--- src/rtl/serial_to_spi_command_parser_unit_defines.svh ---
// ----------------------------------------------------------------------------
// serial to spi command parser assertion macros
// concurrent check helpers, empty when synthesizing
// ----------------------------------------------------------------------------
`ifndef SERIAL_TO_SPI_COMMAND_PARSER_UNIT_DEFINES_SVH
`define SERIAL_TO_SPI_COMMAND_PARSER_UNIT_DEFINES_SVH

`ifndef SYNTHESIS
// condition holds in the same cycle
`define S2SPI_ASSERT_NOW(label, ante, cons) \
    label: assert property (@(posedge clk) disable iff (!rst_n) (ante) |-> (cons)) \
        else $error("s2spi check failed");
// condition holds in the next cycle
`define S2SPI_ASSERT_NEXT(label, ante, cons) \
    label: assert property (@(posedge clk) disable iff (!rst_n) (ante) |=> (cons)) \
        else $error("s2spi check failed");
`else
`define S2SPI_ASSERT_NOW(label, ante, cons)
`define S2SPI_ASSERT_NEXT(label, ante, cons)
`endif

`endif

--- src/rtl/s2spi_pkg.sv ---
// ----------------------------------------------------------------------------
// s2spi_pkg
// shared constants, types and helpers of the serial to spi command parser
// ----------------------------------------------------------------------------
package s2spi_pkg;

    localparam int BUFFER_DEPTH = 64;
    localparam int ADDR_W = (BUFFER_DEPTH > 1) ? $clog2(BUFFER_DEPTH) : 1;
    localparam int CNT_W = $clog2(BUFFER_DEPTH + 1);

    localparam logic [7:0] CHAR_D     = 8'h44;
    localparam logic [7:0] CHAR_C     = 8'h43;
    localparam logic [7:0] CHAR_M     = 8'h4D;
    localparam logic [7:0] CHAR_S     = 8'h53;
    localparam logic [7:0] CHAR_NL    = 8'h0A;
    localparam logic [7:0] CHAR_ZERO  = 8'h30;
    localparam logic [7:0] CHAR_ONE   = 8'h31;
    localparam logic [7:0] CHAR_TWO   = 8'h32;
    localparam logic [7:0] CHAR_THREE = 8'h33;
    localparam logic [7:0] CHAR_NINE  = 8'h39;
    localparam logic [7:0] CHAR_A     = 8'h41;
    localparam logic [7:0] CHAR_F     = 8'h46;
    localparam logic [7:0] ALPHA_OFS  = 8'h37;

    // result kind codes
    localparam logic [1:0] RK_CS   = 2'd0;
    localparam logic [1:0] RK_MODE = 2'd1;
    localparam logic [1:0] RK_TX   = 2'd2;
    localparam logic [1:0] RK_HEX  = 2'd3;

    // source of the next output word
    typedef enum logic [2:0] {
        SEL_CS,
        SEL_MODE,
        SEL_HEX_HI,
        SEL_HEX_LO,
        SEL_TX
    } out_sel_t;

    typedef struct packed {
        logic       out_load;
        out_sel_t   out_sel;
        logic [1:0] out_arg;
        logic       hex_capture;
        logic       digit_hi_wr;
        logic       pair_wr;
        logic       rd_start;
        logic       rd_next;
        logic       burst_end;
    } cmd_t;

    typedef struct packed {
        logic out_free;
        logic cnt_zero;
        logic rd_last;
    } status_t;

    function automatic logic [3:0] nibble_of(input logic [7:0] c);
        logic [7:0] d;
        begin
            d = 8'h00;
            if (c >= CHAR_ZERO && c <= CHAR_NINE)
            begin
                d = c - CHAR_ZERO;
            end
            else if (c >= CHAR_A && c <= CHAR_F)
            begin
                d = c - ALPHA_OFS;
            end
            return d[3:0];
        end
    endfunction

    function automatic logic [7:0] hex_char(input logic [3:0] n);
        begin
            return (n <= 4'd9) ? ({4'h0, n} + CHAR_ZERO) : ({4'h0, n} + ALPHA_OFS);
        end
    endfunction

endpackage

--- src/rtl/serial_to_spi_command_parser_unit.sv ---
// ----------------------------------------------------------------------------
// serial_to_spi_command_parser_unit
// cs, mode and hex words are registered in the output word register; transmit bytes
// pass the ram read register first. 1 word per cycle with a free output; spi bytes
// and data newlines hold input until their last word, 1 byte per cycle to a free output
// reset: asynchronous, parser idle, byte count and overflow flag cleared
// ----------------------------------------------------------------------------
`include "serial_to_spi_command_parser_unit_defines.svh"

module serial_to_spi_command_parser_unit (
    input  logic       clk,
    input  logic       rst_n,
    input  logic       in_valid,
    output logic       in_ready,
    input  logic       kind,
    input  logic [7:0] data,
    output logic       out_valid,
    input  logic       out_ready,
    output logic [1:0] result_kind,
    output logic [7:0] value,
    output logic       last,
    output logic       dropped
);
    import s2spi_pkg::*;

    // controller to datapath commands and returned status
    cmd_t    cmd;
    status_t status;

    // the controller owns the text parser and the output sequencer;
    // it accepts a word only when the output register can take a result,
    // so a waiting result also holds back words that produce nothing
    s2spi_ctrl u_ctrl (
        .clk      (clk),
        .rst_n    (rst_n),
        .in_valid (in_valid),
        .in_ready (in_ready),
        .kind     (kind),
        .data     (data),
        .status   (status),
        .cmd      (cmd)
    );

    // the datapath holds the transmit buffer ram, the byte counter,
    // the overflow flag and the output word register
    s2spi_dp u_dp (
        .clk         (clk),
        .rst_n       (rst_n),
        .data        (data),
        .cmd         (cmd),
        .status      (status),
        .out_valid   (out_valid),
        .out_ready   (out_ready),
        .result_kind (result_kind),
        .value       (value),
        .last        (last),
        .dropped     (dropped)
    );

    // the output register is never overwritten while holding a word
    `S2SPI_ASSERT_NOW(a_no_overwrite, cmd.out_load, status.out_free)
    // input is taken only when the output can absorb a result
    `S2SPI_ASSERT_NOW(a_ready_free, in_ready, !out_valid || out_ready)
    // an spi byte yields a first hex word that is not last
    `S2SPI_ASSERT_NEXT(a_hex_first, in_valid && in_ready && kind,
        out_valid && (result_kind == RK_HEX) && !last)
    // dropped only marks transmit bytes
    `S2SPI_ASSERT_NOW(a_dropped_tx, out_valid && dropped, result_kind == RK_TX)

endmodule

--- src/rtl/s2spi_ram.sv ---
// ----------------------------------------------------------------------------
// s2spi_ram
// generic simple dual port ram, one write and one registered read port
// ----------------------------------------------------------------------------
module s2spi_ram #(
    parameter int WIDTH = 8,
    parameter int DEPTH = 64
) (
    input  logic                                          clk,
    input  logic                                          we,
    input  logic [((DEPTH > 1) ? $clog2(DEPTH) : 1)-1:0]  waddr,
    input  logic [WIDTH-1:0]                              wdata,
    input  logic                                          re,
    input  logic [((DEPTH > 1) ? $clog2(DEPTH) : 1)-1:0]  raddr,
    output logic [WIDTH-1:0]                              rdata
);

    logic [WIDTH-1:0] mem_reg [DEPTH];
    logic [WIDTH-1:0] rdata_reg;

    always_ff @(posedge clk)
    begin
        if (we)
        begin
            mem_reg[waddr] <= wdata;
        end
        if (re)
        begin
            rdata_reg <= mem_reg[raddr];
        end
    end

    assign rdata = rdata_reg;

endmodule

--- src/rtl/s2spi_ctrl.sv ---
// ----------------------------------------------------------------------------
// s2spi_ctrl
// command parser state machine and output sequencer
// ----------------------------------------------------------------------------
module s2spi_ctrl (
    input  logic                clk,
    input  logic                rst_n,
    input  logic                in_valid,
    output logic                in_ready,
    input  logic                kind,
    input  logic [7:0]          data,
    input  s2spi_pkg::status_t  status,
    output s2spi_pkg::cmd_t     cmd
);
    import s2spi_pkg::*;

    typedef enum logic [11:0] {
        P_IDLE = 12'b0000_0000_0001,
        P_C    = 12'b0000_0000_0010,
        P_CS   = 12'b0000_0000_0100,
        P_CS0  = 12'b0000_0000_1000,
        P_CS1  = 12'b0000_0001_0000,
        P_M    = 12'b0000_0010_0000,
        P_M0   = 12'b0000_0100_0000,
        P_M1   = 12'b0000_1000_0000,
        P_M2   = 12'b0001_0000_0000,
        P_M3   = 12'b0010_0000_0000,
        P_D1   = 12'b0100_0000_0000,
        P_D2   = 12'b1000_0000_0000
    } parse_t;

    typedef enum logic [2:0] {
        S_IDLE   = 3'b001,
        S_HEX_LO = 3'b010,
        S_BURST  = 3'b100
    } seq_t;

    parse_t parse_reg, parse_next;
    seq_t   seq_reg, seq_next;
    logic   accept;

    always_ff @(posedge clk or negedge rst_n)
    begin
        if (!rst_n)
        begin
            parse_reg <= P_IDLE;
            seq_reg   <= S_IDLE;
        end
        else
        begin
            parse_reg <= parse_next;
            seq_reg   <= seq_next;
        end
    end

    assign in_ready = (seq_reg == S_IDLE) && status.out_free;
    assign accept   = in_valid && in_ready;

    always_comb
    begin
        parse_next = parse_reg;
        seq_next   = seq_reg;
        cmd        = '0;
        cmd.out_sel = SEL_CS;

        unique case (seq_reg)
            S_IDLE:
            begin
                if (accept && kind)
                begin
                    // spi byte back: high nibble now, low nibble next
                    cmd.out_load    = 1'b1;
                    cmd.out_sel     = SEL_HEX_HI;
                    cmd.hex_capture = 1'b1;
                    seq_next        = S_HEX_LO;
                end
                else if (accept)
                begin
                    parse_next = P_IDLE;
                    unique case (parse_reg)
                        P_IDLE:
                        begin
                            if (data == CHAR_D)
                            begin
                                parse_next = P_D1;
                            end
                            else if (data == CHAR_C)
                            begin
                                parse_next = P_C;
                            end
                            else if (data == CHAR_M)
                            begin
                                parse_next = P_M;
                            end
                        end
                        P_C:
                        begin
                            if (data == CHAR_S)
                            begin
                                parse_next = P_CS;
                            end
                        end
                        P_CS:
                        begin
                            if (data == CHAR_ZERO)
                            begin
                                parse_next = P_CS0;
                            end
                            else if (data == CHAR_ONE)
                            begin
                                parse_next = P_CS1;
                            end
                        end
                        P_CS0, P_CS1:
                        begin
                            if (data == CHAR_NL)
                            begin
                                cmd.out_load = 1'b1;
                                cmd.out_sel  = SEL_CS;
                                cmd.out_arg  = (parse_reg == P_CS1) ? 2'd1 : 2'd0;
                            end
                        end
                        P_M:
                        begin
                            case (data)
                                CHAR_ZERO:  parse_next = P_M0;
                                CHAR_ONE:   parse_next = P_M1;
                                CHAR_TWO:   parse_next = P_M2;
                                CHAR_THREE: parse_next = P_M3;
                                default:    parse_next = P_IDLE;
                            endcase
                        end
                        P_M0, P_M1, P_M2, P_M3:
                        begin
                            if (data == CHAR_NL)
                            begin
                                cmd.out_load = 1'b1;
                                cmd.out_sel  = SEL_MODE;
                                cmd.out_arg  = {(parse_reg == P_M2) || (parse_reg == P_M3),
                                                (parse_reg == P_M1) || (parse_reg == P_M3)};
                            end
                        end
                        P_D1:
                        begin
                            if (data == CHAR_NL)
                            begin
                                if (!status.cnt_zero)
                                begin
                                    cmd.rd_start = 1'b1;
                                    seq_next     = S_BURST;
                                end
                            end
                            else
                            begin
                                cmd.digit_hi_wr = 1'b1;
                                parse_next      = P_D2;
                            end
                        end
                        P_D2:
                        begin
                            cmd.pair_wr = 1'b1;
                            parse_next  = P_D1;
                        end
                        default:
                        begin
                            parse_next = P_IDLE;
                        end
                    endcase
                end
            end
            S_HEX_LO:
            begin
                if (status.out_free)
                begin
                    cmd.out_load = 1'b1;
                    cmd.out_sel  = SEL_HEX_LO;
                    seq_next     = S_IDLE;
                end
            end
            S_BURST:
            begin
                if (status.out_free)
                begin
                    cmd.out_load = 1'b1;
                    cmd.out_sel  = SEL_TX;
                    if (status.rd_last)
                    begin
                        cmd.burst_end = 1'b1;
                        seq_next      = S_IDLE;
                    end
                    else
                    begin
                        cmd.rd_next = 1'b1;
                    end
                end
            end
            default:
            begin
                seq_next = S_IDLE;
            end
        endcase
    end

endmodule

--- src/rtl/s2spi_dp.sv ---
// ----------------------------------------------------------------------------
// s2spi_dp
// transmit buffer, byte counter, digit latches and output word register
// ----------------------------------------------------------------------------
module s2spi_dp (
    input  logic                clk,
    input  logic                rst_n,
    input  logic [7:0]          data,
    input  s2spi_pkg::cmd_t     cmd,
    output s2spi_pkg::status_t  status,
    output logic                out_valid,
    input  logic                out_ready,
    output logic [1:0]          result_kind,
    output logic [7:0]          value,
    output logic                last,
    output logic                dropped
);
    import s2spi_pkg::*;

    logic [3:0]        high_digit_reg;
    logic [3:0]        hex_lo_reg;
    logic [CNT_W-1:0]  byte_count_reg;
    logic              overflow_reg;
    logic [ADDR_W-1:0] rd_idx_reg;
    logic              out_valid_reg;
    logic [1:0]        out_kind_reg;
    logic [7:0]        out_value_reg;
    logic              out_last_reg;
    logic              out_dropped_reg;

    logic              buf_full;
    logic              ram_we;
    logic              ram_re;
    logic [ADDR_W-1:0] ram_raddr;
    logic [7:0]        ram_rdata;
    logic [1:0]        kind_next;
    logic [7:0]        value_next;
    logic              last_next;
    logic              dropped_next;

    assign buf_full = (byte_count_reg == CNT_W'(BUFFER_DEPTH));
    assign ram_we   = cmd.pair_wr && !buf_full;
    assign ram_re   = cmd.rd_start || cmd.rd_next;
    assign ram_raddr = cmd.rd_start ? '0 : (rd_idx_reg + ADDR_W'(1));

    s2spi_ram #(
        .WIDTH (8),
        .DEPTH (BUFFER_DEPTH)
    ) u_buf (
        .clk   (clk),
        .we    (ram_we),
        .waddr (byte_count_reg[ADDR_W-1:0]),
        .wdata ({high_digit_reg, nibble_of(data)}),
        .re    (ram_re),
        .raddr (ram_raddr),
        .rdata (ram_rdata)
    );

    assign status.out_free = !out_valid_reg || out_ready;
    assign status.cnt_zero = (byte_count_reg == '0);
    assign status.rd_last  = (CNT_W'(rd_idx_reg) == (byte_count_reg - CNT_W'(1)));

    always_comb
    begin
        kind_next    = RK_CS;
        value_next   = 8'h00;
        last_next    = 1'b1;
        dropped_next = 1'b0;
        unique case (cmd.out_sel)
            SEL_CS:
            begin
                kind_next  = RK_CS;
                value_next = {6'd0, cmd.out_arg};
            end
            SEL_MODE:
            begin
                kind_next  = RK_MODE;
                value_next = {6'd0, cmd.out_arg};
            end
            SEL_HEX_HI:
            begin
                kind_next  = RK_HEX;
                value_next = hex_char(data[7:4]);
                last_next  = 1'b0;
            end
            SEL_HEX_LO:
            begin
                kind_next  = RK_HEX;
                value_next = hex_char(hex_lo_reg);
            end
            SEL_TX:
            begin
                kind_next    = RK_TX;
                value_next   = ram_rdata;
                last_next    = status.rd_last;
                dropped_next = overflow_reg;
            end
            default:
            begin
                kind_next = RK_CS;
            end
        endcase
    end

    always_ff @(posedge clk or negedge rst_n)
    begin
        if (!rst_n)
        begin
            byte_count_reg <= '0;
            overflow_reg   <= 1'b0;
            high_digit_reg <= 4'h0;
            out_valid_reg  <= 1'b0;
        end
        else
        begin
            if (cmd.digit_hi_wr)
            begin
                high_digit_reg <= nibble_of(data);
            end
            if (cmd.burst_end)
            begin
                byte_count_reg <= '0;
                overflow_reg   <= 1'b0;
            end
            else if (cmd.pair_wr)
            begin
                if (buf_full)
                begin
                    overflow_reg <= 1'b1;
                end
                else
                begin
                    byte_count_reg <= byte_count_reg + CNT_W'(1);
                end
            end
            if (cmd.out_load)
            begin
                out_valid_reg <= 1'b1;
            end
            else if (out_ready)
            begin
                out_valid_reg <= 1'b0;
            end
        end
    end

    // payload registers
    always_ff @(posedge clk)
    begin
        if (cmd.hex_capture)
        begin
            hex_lo_reg <= data[3:0];
        end
        if (ram_re)
        begin
            rd_idx_reg <= ram_raddr;
        end
        if (cmd.out_load)
        begin
            out_kind_reg    <= kind_next;
            out_value_reg   <= value_next;
            out_last_reg    <= last_next;
            out_dropped_reg <= dropped_next;
        end
    end

    assign out_valid   = out_valid_reg;
    assign result_kind = out_kind_reg;
    assign value       = out_value_reg;
    assign last        = out_last_reg;
    assign dropped     = out_dropped_reg;

endmodule

--- config.mk ---
export PLATFORM = sky130hd
export DESIGN_NAME = serial_to_spi_command_parser_unit
export DESIGN_NICKNAME = d
export VERILOG_FILES = /design/src/rtl/s2spi_pkg.sv /design/src/rtl/serial_to_spi_command_parser_unit.sv /design/src/rtl/s2spi_ram.sv /design/src/rtl/s2spi_ctrl.sv /design/src/rtl/s2spi_dp.sv
export VERILOG_INCLUDE_DIRS = /design/src /design/src/rtl
export SDC_FILE = /design/constraint.sdc
export NUM_CORES = 1
export LEC_CHECK = 0
export BUFFER_PORTS_ARGS = -buffer_cell sky130_fd_sc_hd__buf_2
export CAP_MARGIN = 30
export CORE_MARGIN = 5
export CORE_UTILIZATION = 45
export CTS_CLUSTER_DIAMETER = 200
export DETAILED_ROUTE_END_ITERATION = 10
export PLACE_DENSITY_LB_ADDON = 0.08
export SLEW_MARGIN = 20
export SYNTH_ARGS = -nofsm -noshare
export SYNTH_HDL_FRONTEND = slang
export SYNTH_SLANG_ARGS = --single-unit
--- constraint.sdc ---
create_clock -name clk -period 3.8 [get_ports clk]
set_input_delay 0.76 -clock clk [delete_from_list [all_inputs] [get_ports clk]]
set_output_delay 0.76 -clock clk [all_outputs]
set_load 0.02 [all_outputs]
After elaboration in Yosys (flattened, before gate mapping):

Memories as Yosys holds them, arrays and structs flattened. A register that Yosys moved wholly into a read port is not among the register bits.
Cells that the tools add are included.

* register bits: 50
* memory bits (writable): 512
* logic and storage cells: 152
* input port bits: 13
* output and inout port bits: 14
* memories: 1

Memories
* u_dp.u_buf.mem_reg: words 64, bits a word 8, rd ports 1, clocked after Yosys merged registers in 1, wr ports 1, line s2spi_ram.sv:18 `logic [WIDTH-1:0] mem_reg [DEPTH];`

* bitwise gates (word level): 1
* reduce and logical (&&, ||, !) cells: 25
* muxes and demuxes: 60
* $lt $le $gt $ge: 6
* equality and inequality tests: 38
* add/subtract/negate cells: 9

Operators by type and width (number)
* 12-bit one-hot mux with 6 select lines: 1
* 12-bit two-way mux: 4
* 10-bit one-hot mux with 4 select lines: 1
* 6-bit two-way mux: 6
* 3-bit two-way mux: 11
* 8-bit by 6-bit == test with 1-bit output, second input constant: 4
* 8-bit by 7-bit == test with 1-bit output, second input constant: 4
* 8-bit one-hot mux with 4 select lines: 1
* 4-bit by 6-bit adder with 7-bit output, second input constant: 4
* 7-bit two-way mux: 3
* 4-bit two-way mux: 5
* 1-bit two-way mux: 17
* 8-bit two-way mux: 2
* 12-bit by 1-bit == test with 1-bit output, second input constant: 1
* 12-bit by 10-bit == test with 1-bit output, second input constant: 1
* 12-bit by 11-bit == test with 1-bit output, second input constant: 1
* 12-bit == test, second input constant: 1
* 12-bit by 2-bit == test with 1-bit output, second input constant: 1
* 12-bit by 3-bit == test with 1-bit output, second input constant: 1
* 12-bit by 4-bit == test with 1-bit output, second input constant: 1
* 12-bit by 5-bit == test with 1-bit output, second input constant: 1
* 12-bit by 6-bit == test with 1-bit output, second input constant: 1
* 12-bit by 7-bit == test with 1-bit output, second input constant: 1
* 12-bit by 8-bit == test with 1-bit output, second input constant: 1
* 40 further kinds: 65

Longest topological paths before layout:

Gate-level depths: netlist of the first run.

* depth after elaboration: 10
* mapped depth: 13
* mapped depth without buffers: 11

Cells and area by module:

A second synthesis of the first run with hierarchy kept.

* cell total of the unflattened synthesis: 1307
* area total of the unflattened synthesis: 23651.4 um2

Modules (own cells, without submodules)
* s2spi_ram: area an instance 20246.9 um2, cells an instance 940, times used 1
* s2spi_dp: area an instance 2184.6 um2, cells an instance 215, times used 1
* s2spi_ctrl: area an instance 1219.9 um2, cells an instance 152, times used 1

Worst setup path after synthesis of the first run:

Ideal clock, no wire load.

* path kind: input port to flip-flop
* from: in data[6]
* to: mem u_dp.u_buf.mem_reg[0][2], data pin
* slack: -0.746 ns
* buffers on the path: 0
* data required time: 3.231 ns
* cell stages on the path: 6
* arrival time: 3.978 ns
* cell sequence: or2_2 -> or4b_2 -> a21oi_1 -> o21a_1 -> a21oi_1 -> mux2i_1

* cells in the longest elaborated chain, start to end: 4
* elaborated cells on any way between the ends: 8
* classes of those cells: 4 x order compare; 2 x mux; 2 x reduce/logical

Ends and longest elaborated chain
* start: declaration: line serial_to_spi_command_parser_unit.sv:16 `input logic [7:0] data,`
* 8-bit by 7-bit greater-or-equal comparator with 1-bit output / 8-bit by 7-bit <= comparator with 1-bit output (equally long branches): line s2spi_pkg.sv:66 `else if (c >= CHAR_A && c <= CHAR_F)`
* 1-bit logical AND: line s2spi_pkg.sv:66
* 4-bit two-way mux: line s2spi_pkg.sv:66
* 4-bit two-way mux *: line s2spi_pkg.sv:62 `if (c >= CHAR_ZERO && c <= CHAR_NINE)`
* via u_dp.u_buf.wdata[2]: line s2spi_ram.sv:12 `input logic [WIDTH-1:0] wdata,`
* end: declaration: line s2spi_ram.sv:18

Mark *: on every way through the listed nets, which the timed path passes. The rest lies on a longest branch.

Worst setup path in the final report of the first run:

* from: reg u_ctrl.seq_reg[0]
* to: reg u_dp.u_buf.rdata_reg[7], in the netlist u_dp.u_buf.rdata[7] (read register of u_dp.u_buf.mem_reg), data pin

* cells in the longest elaborated chain, start to end: 7
* elaborated cells on any way between the ends: 11
* classes of those cells: 2 x eq/ne; 5 x mux; 4 x reduce/logical

Ends and longest elaborated chain
* start: declaration: line s2spi_ctrl.sv:39 `seq_t seq_reg, seq_next;`
* start signal: assignment: line s2spi_ctrl.sv:52 `seq_reg <= seq_next;`
* 3-bit by 1-bit == test with 1-bit output: line s2spi_ctrl.sv:56, s2spi_ctrl.sv:66
* 1-bit logical AND: line s2spi_ctrl.sv:56 `assign in_ready = (seq_reg == S_IDLE) && status.out_free;`
* 1-bit logical AND: line s2spi_ctrl.sv:57 `assign accept = in_valid && in_ready;`
* 3-bit two-way mux / 1-bit logical AND (equally long branches): line s2spi_ctrl.sv:77, s2spi_ctrl.sv:69
* 3-bit two-way mux: line s2spi_ctrl.sv:69 `if (accept && kind)`
* 6-bit two-way mux: line s2spi_ctrl.sv:66 `unique case (seq_reg)`
* 6-bit two-way mux / 1-bit logical OR (equally long branches): line s2spi_dp.sv:44, s2spi_dp.sv:43
* end: declaration: line s2spi_ram.sv:19 `logic [WIDTH-1:0] rdata_reg;`

Parallel ways exist; a longest one is shown, timed or not.
A chain may end at the register's enable or synchronous reset.

==> results by group, run 1 <==
Worst setup path
  • Startpoint types: register
  • Worst EP required: 4160 ps
  • Setup crit end kind: register
  • WS Path Type: reg -> reg
  • Largest stage delay on the critical path: 630 ps
  • RR Endpoint: u_dp.u_buf.rdata[7]
  • CP Buf/Inv Count: 2
  • Crit-path cells: or3b_1 > or3_1 > o31ai_4 > inv_2 > buf_4 > mux2i_1 > o211ai_1 > a21oi_1 > o22ai_1
  • Worst reg2reg path depth: 9
  • Critical path endpoint: u_dp.u_buf.rdata[7]
  • Reg-to-reg startpoint: u_ctrl.seq_reg[0]
  • Critical Path Source: u_ctrl.seq_reg[0]
  • Slowest cell on crit path: or3_1
  • CP Max Fanout: 10
  • WP depth: 9
  • Worst R2R Setup Slack: 80 ps
  • Crit path arrival time: 4080 ps
  • Crit path max-delay family: compound AO/OA/AOI/OAI gates

Run
  • MaxCap Viol Count: 0

Final layout
  • Area occupied by multi-input gates: roughly 7000 sq um
  • Area delta synth->final: 15.4%
  • Sequential Area: 17000 sq um
  • Share of layout cells above drive strength 1: 20.2%
  • Largest register FFs: between 500 and 600
  • NumNets Final: 1849
  • Final Instance Area: around 28000 sq um
  • Fill count: 4505

Clocking
  • Hold Buf Count CTS: 0
  • Clk Latency, worst-skew pair: 630 ps
  • Clk buf depth: 3
  • H-Tree Depth: 2
  • Clock slew at reported path FFs: 60 ps
  • Total CTS buffers: 59
  • Root cell of the clock tree: clkbuf_16
  • Clk sinks: 570
  • CTS tree: built
  • Setup Buffers After CTS: 0
  • Post-CTS sizing: 0

STA
  • Worst Clk Skew: 28.7 ps
  • Max frequency: about 270 MHz
  • Worst slew pin tran: 1000 ps
  • Final worst slack: roughly 76 ps
  • WHS: approximately 190 ps
  • Setup TNS: 0 ps
  • RSZ-0062 raised after global routing: no
  • Tcrit/Tclk final: 98.0%
  • Fin crit period: 3720 ps
  • Slew Viols, Final: 0
  • Slew Limit Headroom: 33.0%
  • Final setup viols: 0
  • Hold Violations, Final: 0

Floorplan
  • Area of the die: 59200 sq um
  • Die Span X: 243 microns
  • Row count: 85
  • I/O pin cnt: 27
  • Initial Utilization: 45.5%
  • Die Ht: roughly 240 microns
  • Core region area: around 54000 sq um

Run status
  • Status: completed

Global route
  • GR Overflow Total: 0
  • Largest net degree at the start of global routing: ~110
  • First-pass GRT wire length: 113000 microns
  • Vias in the first global route: around 16000
  • Antenna violations before repair: 1
  • Gr usage total: 25.9%

Power
  • Power Density: roughly 460 nW/um^2
  • Peak supply drop: 0.000378 V
  • Leakage power: 9.10 nW

Routing
  • Routed wire length: between 70000 and 80000 microns
  • Vias per inst: roughly 6.3
  • Iteration-0 DRC Markers: 1812
  • DRC violations left: 0
  • Post-DR wirelength/cell: 30.4 microns
  • Final ANT Viol Nets: 0
  • DRT Pass-1 Iters: 5
  • Routed via count: 16100

Synthesis
  • Synth Area in Compound Gates: 11.0%
  • Seq/Total Area, Yosys: 69.3%
  • Post-Synth XOR/XNOR Area: less than 1%
  • Mean Syn Cell Area: 14.5 sq um
  • Seq cells post-synth: 570
  • Mux share of post-synthesis cell area: 7.36%
  • Post-synth ARST share: 4.91%
  • Number of synthesized flops with an enable pin: 542
  • Post-Syn Instances: around 1700
  • Synth Area in Simple Gates: 8.19%
  • Syn Std Cell Area: approximately 25000 sq um
  • Most used DFF post-synth: edfxtp_1
  • Synth cell types: 86
  • Synth Area in Adders: less than 1%
  • Largest family of logic cells by synthesized area: compound AO/OA/AOI/OAI gates
  • Synth warn: 0
  • Synthesized netlist net count: 1714

Min path
  • Worst hold-check path type: in -> async

Place
  • Setup WS pre-CTS: 5.17 ps
  • Dpl hpwl: 51000 microns
  • Placed cell area: 26400 sq um
  • PortBufs: 26
  • Final Wtd Congestion: 0.948
==> final cells by class <==
cell class                 instances  area share, %
sequential                       570           60.0
timing repair buffer             191           5.33
inverter                          28          0.372
clock buffer                      77           5.75
multi-input combinational        973           24.6
antenna                            1        0.00885
clock inverter                    25          0.770
tap                              696           3.08
==> metal layers <==
| layer | vias to the layer above | GRT usage (%) | share of wire [%] |
|---|---|---|---|
| li1 | 6921 | - | - |
| met1 | 8347 | 38.0 | 43 |
| met2 | 737 | 40.2 | 46 |
| met3 | 136 | 3.77 | 7.2 |
| met4 | 2 | 8.71 | 3.5 |
| met5 | - | 0 | 0.0090 |
==> cell usage in the layout, fill, tap and decap left out, types with 10 or more instances in the layout <==
master / n
ha_1: 12
o221ai_1: 16
nand4_1: 12
or3_1: 16
edfxtp_1: 542
xnor2_1: 10
buf_12: 10
a21oi_1: 72
nor2b_1: 14
o22ai_1: 12
mux2_2: 30
o211ai_1: 21
xor2_1: 12
clkbuf_1: 12
nor2_1: 122
and2_1: 15
a211oi_1: 23
dfrtp_1: 22
clkinv_1: 12
buf_4: 153
a22oi_1: 20
a31oi_1: 24
buf_2: 26
mux4_2: 34
clkbuf_16: 61
inv_1: 24
nor3_1: 36
o21ai_0: 110
nand2_1: 89
nand3_1: 44
mux2i_1: 69
==> kinds of logic (layout without fill, tap and decap cells) <==
group / Yosys count / after routing
buf+inv: 145 / 321
flops: 570 / 570
mux: 134 / 134
simple gates: 405 / 405
compound gates: 397 / 397
fa+ha+maj: 13 / 13
xor+xnor: 24 / 24
other cells: 0 / 1
==> worst reg2reg max path: cells and delay by family (launching register included) <==
kind / cells / cell delay, ps
AOI/OAI and AO/OA: 4 / 1340
buffers and inverters: 2 / 370
DFF: 1 / 560
muxes: 1 / 150
and+or+nand+nor: 2 / 1040
==> report_power, final <==
group / internal, mW / leakage, nW / switching, mW
combinational: 0.133 / 3.41 / 0.322
clock: 3.25 / 0.904 / 2.38
sequential: 6.84 / 4.78 / 0.0361
==> per-stage QoR <==
stage	utilization, %	power [mW]	std cells
final	52.5	13.0	2561
after global routing	52.5	13.4	2560
after CTS	52.5	13.1	2560
after detailed placement	49.0	7.46	2458
after global placement	49.0	7.46	2456
after floorplan	-	7.26	1688
==> synthesized netlist by cell type, drive strengths merged, types with 26 or more instances <==
library cell,instances,share of area (%)
nor3,39,0.86
nor2,122,1.9
clkbuf,55,0.84
nand3,45,0.94
o21ai,112,2.3
mux2,30,1.4
nand2,89,1.4
mux2i,70,2.9
buf,62,1.4
a31oi,27,0.78
dfrtp,26,2.7
edfxtp,542,66
inv,27,0.41
a21oi,72,1.5
mux4,34,3.1
==> worst min path at each step <==
stage | end | cells past startpoint
finish | u_dp.high_digit_reg[0] | 1
global route | u_dp.high_digit_reg[0] | 1
CTS | u_dp.high_digit_reg[0] | 1
detailed placement | u_dp.overflow_reg | 2
global placement | u_dp.overflow_reg | 2
floorplan | u_dp.overflow_reg | 2
No activity file was read; power rests on OpenSTA's default activity.
==> run 2, diff against run 1 <==
--- a/config.mk
+++ b/config.mk
@@ -12,8 +12,9 @@
 export CORE_UTILIZATION = 45
 export CTS_CLUSTER_DIAMETER = 200
 export DETAILED_ROUTE_END_ITERATION = 10
+export MAX_ROUTING_LAYER = met4
 export PLACE_DENSITY_LB_ADDON = 0.08
-export SLEW_MARGIN = 20
+export SLEW_MARGIN = 5
 export SYNTH_ARGS = -nofsm -noshare
 export SYNTH_HDL_FRONTEND = slang
 export SYNTH_SLANG_ARGS = --single-unit
==> run 2 against run 1 <==
Against the previous run: sequential share of layout area is 0.17 points lower; global-route usage is 0.83 points higher; combinational power is 3% higher; clock skew is 17 ps lower.
==> results by group, run 2 (synthesis results as in run 1) <==
Worst setup path
  • Setup crit end kind: register
  • Worst reg2reg path depth: 6 (-3)
  • Worst EP required: 4120 ps (-40 ps)
  • Largest stage delay on the critical path: 730 ps (+100 ps)
  • Crit path arrival time: 4000 ps (-80 ps)
  • Slowest cell on crit path: or4_1
  • CP Max Fanout: 8 (-2)
  • WS Path Type: reg -> reg
  • Startpoint types: register
  • Crit-path cells: or4_1 > nor4_4 > and4_1 > nand4_1 > nor2_1 > buf_4

Power
  • Peak supply drop: 0.000349 V (-7.7%)
  • Power Density: 452 nW/um^2 (-1.4%)
  • Leakage power: 9.13 nW (+0.39%)

Place
  • Final Wtd Congestion: 0.966 (+1.9%)
  • Dpl hpwl: 52200 microns (+2.4%)
  • PortBufs: 26 (unchanged)

Clocking
  • H-Tree Depth: 2 (unchanged)
  • Clock slew at reported path FFs: 60 ps (about the same)
  • Root cell of the clock tree: clkbuf_16
  • Clk buf depth: 3 (unchanged)
  • Clk sinks: 570 (unchanged)
  • Clk Latency, worst-skew pair: 620 ps (about the same)
  • Total CTS buffers: 60 (+1.7%)
  • CTS tree: built
  • Hold Buf Count CTS: 0 (unchanged)
  • Setup Buffers After CTS: 0 (unchanged)

STA
  • WHS: 183 ps (-6.22 ps)
  • Setup TNS: 0 ps (unchanged)
  • Worst slew pin tran: 926 ps (-76.5 ps)
  • Slew Limit Headroom: 36.7% (+3.7 points)
  • Worst Clk Skew: 11.4 ps (-17.3 ps)
  • Final setup viols: 0 (unchanged)
  • Max frequency: 272 MHz (+1.1%)
  • Tcrit/Tclk final: 96.9% (-1.1 points)
  • Slew Viols, Final: 0 (unchanged)
  • Hold Violations, Final: 0 (unchanged)
  • Fin crit period: 3680 ps (-41.9 ps)
  • RSZ-0062 raised after global routing: no

Routing
  • Vias per inst: 6.30 (-0.13%)
  • DRC violations left: 0 (unchanged)
  • Routed via count: 16200 (+0.53%)
  • Final ANT Viol Nets: 0 (unchanged)
  • Routed wire length: 78600 microns (+1.1%)
  • Iteration-0 DRC Markers: 1629 (-10%)
  • DRT Pass-1 Iters: 5 (unchanged)
  • Post-DR wirelength/cell: 30.5 microns (+0.40%)

Global route
  • Antenna violations before repair: 0 (-1)
  • Vias in the first global route: 15700 (+0.12%)
  • First-pass GRT wire length: 114000 microns (+0.15%)
  • Gr usage total: 26.8% (+0.83 points)
  • Largest net degree at the start of global routing: 66 (-41%)
  • GR Overflow Total: 0 (unchanged)

Final layout
  • Fill count: 4502 (-0.067%)
  • NumNets Final: 1859 (+0.54%)
  • Area delta synth->final: 15.7%
  • Largest register FFs: 512 (unchanged)
  • # diodes: 0 (-1)
  • Share of layout cells above drive strength 1: 20.4% (+0.13 points)
  • Most frequent cells in the layout: edfxtp_1, buf_4, nor2_1
  • Most common cell after layout, fill and taps aside: edfxtp_1

Run
  • MaxCap Viol Count: 0 (unchanged)

Floorplan
  • Row count: 85 (unchanged)
  • I/O pin cnt: 27 (unchanged)
  • Core region area: 53900 sq um (unchanged)
  • Initial Utilization: 45.5% (unchanged)
  • Die Span X: 243 microns (unchanged)
  • Die Ht: 243 microns (unchanged)
  • Area of the die: 59200 sq um (unchanged)

Min path
  • Worst hold-check path type: in -> async

Run status
  • Status: completed
==> run 2: cell count changes in the layout (fill, tap and decap cells not counted), sizes merged <==
cell    before  now
bufinv       4    2
diode        1    0
clkbuf      77   82
buf        191  200
clkinv      21   26
inv         27   28
==> run 2: cell type report <==
cell class              instances  area, sq um  share of cell area (%)
clock buffers                  82         1590                    5.62
inverters                      28          105                   0.370
repair buffers                200         1630                    5.76
well taps                     696          871                    3.07
multi-input cells             973         6970                    24.6
clock inverters                29          210                   0.741
flip-flops and latches        570        17000                    59.9
==> run 2: worst max-delay path: cells and delay by family (launching register included) <==
family,cells,cell delay [ps]
simple gates,5,2610
flops,1,480
buf+inv,1,280
==> run 2: repair_timing <==
item,4_1_cts,5_1_grt
resized for setup,0,1
endpoints found under the hold margin,0,0
setup endpoints to repair,0,1
==> run 2: through the flow <==
| step | std cells | total power [mW] | utilization [%] | cell area [sq um] | setup WS (ps) |
|---|---|---|---|---|---|
| global placement | 2464 | 7.47 | 49.2 | 26500 | 118 |
| floorplan | 1688 | 7.26 | - | 24500 | 30.3 |
| detailed placement | 2466 | 7.48 | 49.2 | 26500 | 50.4 |
| global route | 2578 | 13.2 | 52.6 | 28400 | 49.4 |
| finish | 2578 | 12.8 | 52.6 | 28400 | 118 |
| CTS | 2577 | 12.9 | 52.6 | 28400 | 87.0 |
==> run 2: path summary, 6_finish.rpt <==
path	slack [ps]	start	to
worst max-delay path	120	u_ctrl.parse_reg[7]	u_dp.u_buf.mem_reg[63][1]
worst min-delay path	180	rst_n	u_dp.high_digit_reg[2]
worst max register to register	120	u_ctrl.parse_reg[7]	u_dp.u_buf.mem_reg[63][1]
worst min register to register	500	u_dp.overflow_reg	u_dp.overflow_reg
max in group asynchronous	3090	rst_n	u_dp.high_digit_reg[0]
min in group clk	440	data[1]	u_dp.hex_lo_reg[1]
==> run 2: layer usage <==
| layer | global-route usage (%) | vias to the layer above | wire length, microns |
|---|---|---|---|
| met2 | 40.6 | 764 | 35900 |
| met5 | - | - | 0 |
| li1 | - | 6955 | - |
| met4 | 8.96 | 0 | 3060 |
| met3 | 3.85 | 159 | 5610 |
| met1 | 37.6 | 8351 | 34000 |
==> run 2: where the power goes <==
part           switching (mW)  leakage [nW]  internal, mW
clock                    2.41         0.873          3.06
combinational           0.330          3.48         0.139
sequential             0.0334          4.78          6.84
==> run 3, diff against run 2 <==
--- a/config.mk
+++ b/config.mk
@@ -8,7 +8,7 @@
 export LEC_CHECK = 0
 export BUFFER_PORTS_ARGS = -buffer_cell sky130_fd_sc_hd__buf_2
 export CAP_MARGIN = 30
-export CORE_MARGIN = 5
+export CORE_MARGIN = 2
 export CORE_UTILIZATION = 45
 export CTS_CLUSTER_DIAMETER = 200
 export DETAILED_ROUTE_END_ITERATION = 10
==> run 3 against run 2 <==
Against the previous run: register-to-register slack improved by 40 ps; via count fell by 0.53%; clock-buffer cell count shrank 11; design area rose by 0.37%; clock skew is 3.4 ps higher; first-iteration DRC count grew 12%; critical path depth increased by 2; non-clock buffer count increased by 6; critical path type unchanged; largest cell class unchanged.
==> results by group, run 3 (synthesis results as in run 1) <==
Routing
  • DRT Pass-1 Iters: 5 (unchanged)
  • DRC violations left: 0 (unchanged)
  • Final ANT Viol Nets: 0 (unchanged)
  • Post-DR wirelength/cell: 30.7 microns (+0.72%)
  • Routed wire length: 79300 microns (+0.92%)
  • Routed via count: 16100 (-0.53%)
  • Iteration-0 DRC Markers: 1823 (+12%)
  • Vias per inst: 6.25 (-0.72%)

Final layout
  • Final Core Density: 52.9% (+0.30 points)
  • Most common cell after layout, fill and taps aside: edfxtp_1
  • Sequential Area: 17000 sq um (about the same)
  • Post-route insts no fill: 2583 (+0.19%)
  • Area delta synth->final: 16.2%
  • Share of layout cells above drive strength 1: 21.1% (+0.79 points)
  • Largest register FFs: 512 (unchanged)
  • # diodes: 0 (unchanged)
  • Final Instance Area: 28500 sq um (+0.37%)
  • Most frequent cells in the layout: edfxtp_1, buf_4, nor2_1
  • Area occupied by multi-input gates: 6980 sq um (+0.13%)
  • NumNets Final: 1865 (+0.32%)
  • Fill count: 4462 (-0.89%)

Worst setup path
  • Worst reg2reg path depth: 8 (+2)
  • Critical Path Source: u_ctrl.seq_reg[0]
  • CP Max Fanout: 23 (+15)
  • Worst R2R Setup Slack: 160 ps (+40 ps)
  • WS Path Type: reg -> reg
  • Startpoint types: register
  • Reg-to-reg startpoint: u_ctrl.seq_reg[0]
  • RR Endpoint: u_dp.u_buf.rdata[5]
  • Worst EP required: 4270 ps (+150 ps)
  • Crit path arrival time: 4120 ps (+120 ps)
  • Setup crit end kind: register

Floorplan
  • I/O pin cnt: 27 (unchanged)
  • Row count: 85 (unchanged)
  • Core region area: 53800 sq um (-0.20%)
  • Initial Utilization: 45.6% (+0.090 points)
  • Area of the die: 56400 sq um (-4.9%)
  • Die Span X: 237 microns (-2.5%)
  • Die Ht: 237 microns (-2.5%)

Clocking
  • Total CTS buffers: 60 (unchanged)
  • Root cell of the clock tree: clkbuf_16
  • Clk Latency, worst-skew pair: 630 ps (about the same)
  • Hold Buf Count CTS: 0 (unchanged)
  • Clk buf depth: 3 (unchanged)
  • Setup Buffers After CTS: 0 (unchanged)
  • H-Tree Depth: 2 (unchanged)
  • CTS tree: built
  • Clock slew at reported path FFs: 60 ps (about the same)
  • Clk sinks: 570 (unchanged)

Global route
  • GR Overflow Total: 0 (unchanged)
  • Gr usage total: 29.2% (+2.4 points)
  • Vias in the first global route: 15600 (-0.54%)
  • Antenna violations before repair: 0 (unchanged)
  • First-pass GRT wire length: 115000 microns (+0.92%)
  • Largest net degree at the start of global routing: 87 (+32%)

Place
  • Placed insts: 2473 (+0.28%)
  • Placed cell area: 26600 sq um (+0.35%)
  • Dpl hpwl: 53400 microns (+2.4%)
  • PortBufs: 26 (unchanged)
  • Final Wtd Congestion: 0.951 (-1.5%)

STA
  • WHS: 176 ps (-6.26 ps)
  • Final setup viols: 0 (unchanged)
  • Fin crit period: 3640 ps (-39.1 ps)
  • Tcrit/Tclk final: 95.9% (-1.0 points)
  • Slew Viols, Final: 0 (unchanged)
  • Worst slew pin tran: 938 ps (+11.9 ps)
  • Worst Clk Skew: 14.8 ps (+3.44 ps)
  • Slew Limit Headroom: 37.5% (+0.80 points)
  • RSZ-0062 raised after global routing: no
  • Hold Violations, Final: 0 (unchanged)
  • Max frequency: 275 MHz (+1.1%)

Power
  • Sequential share of power: 53.3% (-0.3 points)
  • Power Density: 452 nW/um^2 (+0.11%)
  • Switch share: 21.9% (+0.25 points)
  • P_int: 10.1 mW (+0.16%)
  • Sw power: 2.82 mW (+1.6%)
  • Comb power frac: 3.7% (about the same)
  • PnR Total Power: 12.9 mW (+0.48%)
  • Peak supply drop: 0.000363 V (+4.0%)
  • Leakage power: 9.19 nW (+0.62%)
  • Clk pwr share: 42.9% (+0.2 points)

Min path
  • Worst hold-check path type: in -> async

Run status
  • Status: completed

Run
  • MaxCap Viol Count: 0 (unchanged)
[run 3: worst max path at each step]
stage / end / slack [ps] / depth (start not counted)
after floorplan: u_dp.u_buf.mem_reg[0][2] / 30 / 6
after global routing: u_dp.u_buf.rdata[5] / 80 / 8
after CTS: u_dp.u_buf.rdata[5] / 170 / 8
final: u_dp.u_buf.rdata[5] / 160 / 8
after global placement: u_dp.u_buf.rdata[5] / -160 / 11
after detailed placement: u_dp.u_buf.rdata[5] / -130 / 11
[run 3: layout make-up]
type | count | share of cell area [%]
clock buffers | 71 | 5.49
clock inverters | 39 | 0.909
inverters | 28 | 0.369
multi-input cells | 973 | 24.5
flip-flops and latches | 570 | 59.6
well taps | 696 | 3.06
repair buffers | 206 | 6.02
[run 3: what timing repair did]
action | in CTS | in global routing
gates cloned | 0 | 0
resized for setup | 1 | 1
setup endpoints to repair | 1 | 1
[run 3: stage by stage]
| stage | setup TNS (ps) | setup WS [ps] |
|---|---|---|
| CTS | 0 | 170 |
| detailed placement | -128 | -128 |
| global placement | -159 | -159 |
| finish | 0 | 157 |
| floorplan | 0 | 30.3 |
| global route | 0 | 75.2 |
[run 3: worst max-delay path, cell delays in order (launching register included)]
cell and delay (ps):
dfstp_2 560, or3b_1 400, or3_1 580, o31ai_4 380
buf_4 370, o221ai_1 210, a311oi_2 520, o22ai_1 230
a22oi_1 210
[run 3: per-layer routing]
| layer | vias to the layer above | GRT usage, % | part of all wire, % |
|---|---|---|---|
| li1 | 6954 | - | - |
| met1 | 8323 | 40.9 | 43 |
| met2 | 743 | 44.6 | 47 |
| met3 | 123 | 4.33 | 7.2 |
| met4 | 0 | 8.39 | 2.8 |
| met5 | - | - | 0 |
[run 3: power groups by stage]
stage               clock network [mW]  logic [mW]  registers (mW)
global placement                     0       0.475            7.01
finish                            5.53       0.482            6.87
global route                      5.86       0.520            6.87
CTS                               5.62       0.485            6.87
floorplan                            0       0.256            7.01
detailed placement                   0       0.483            7.01
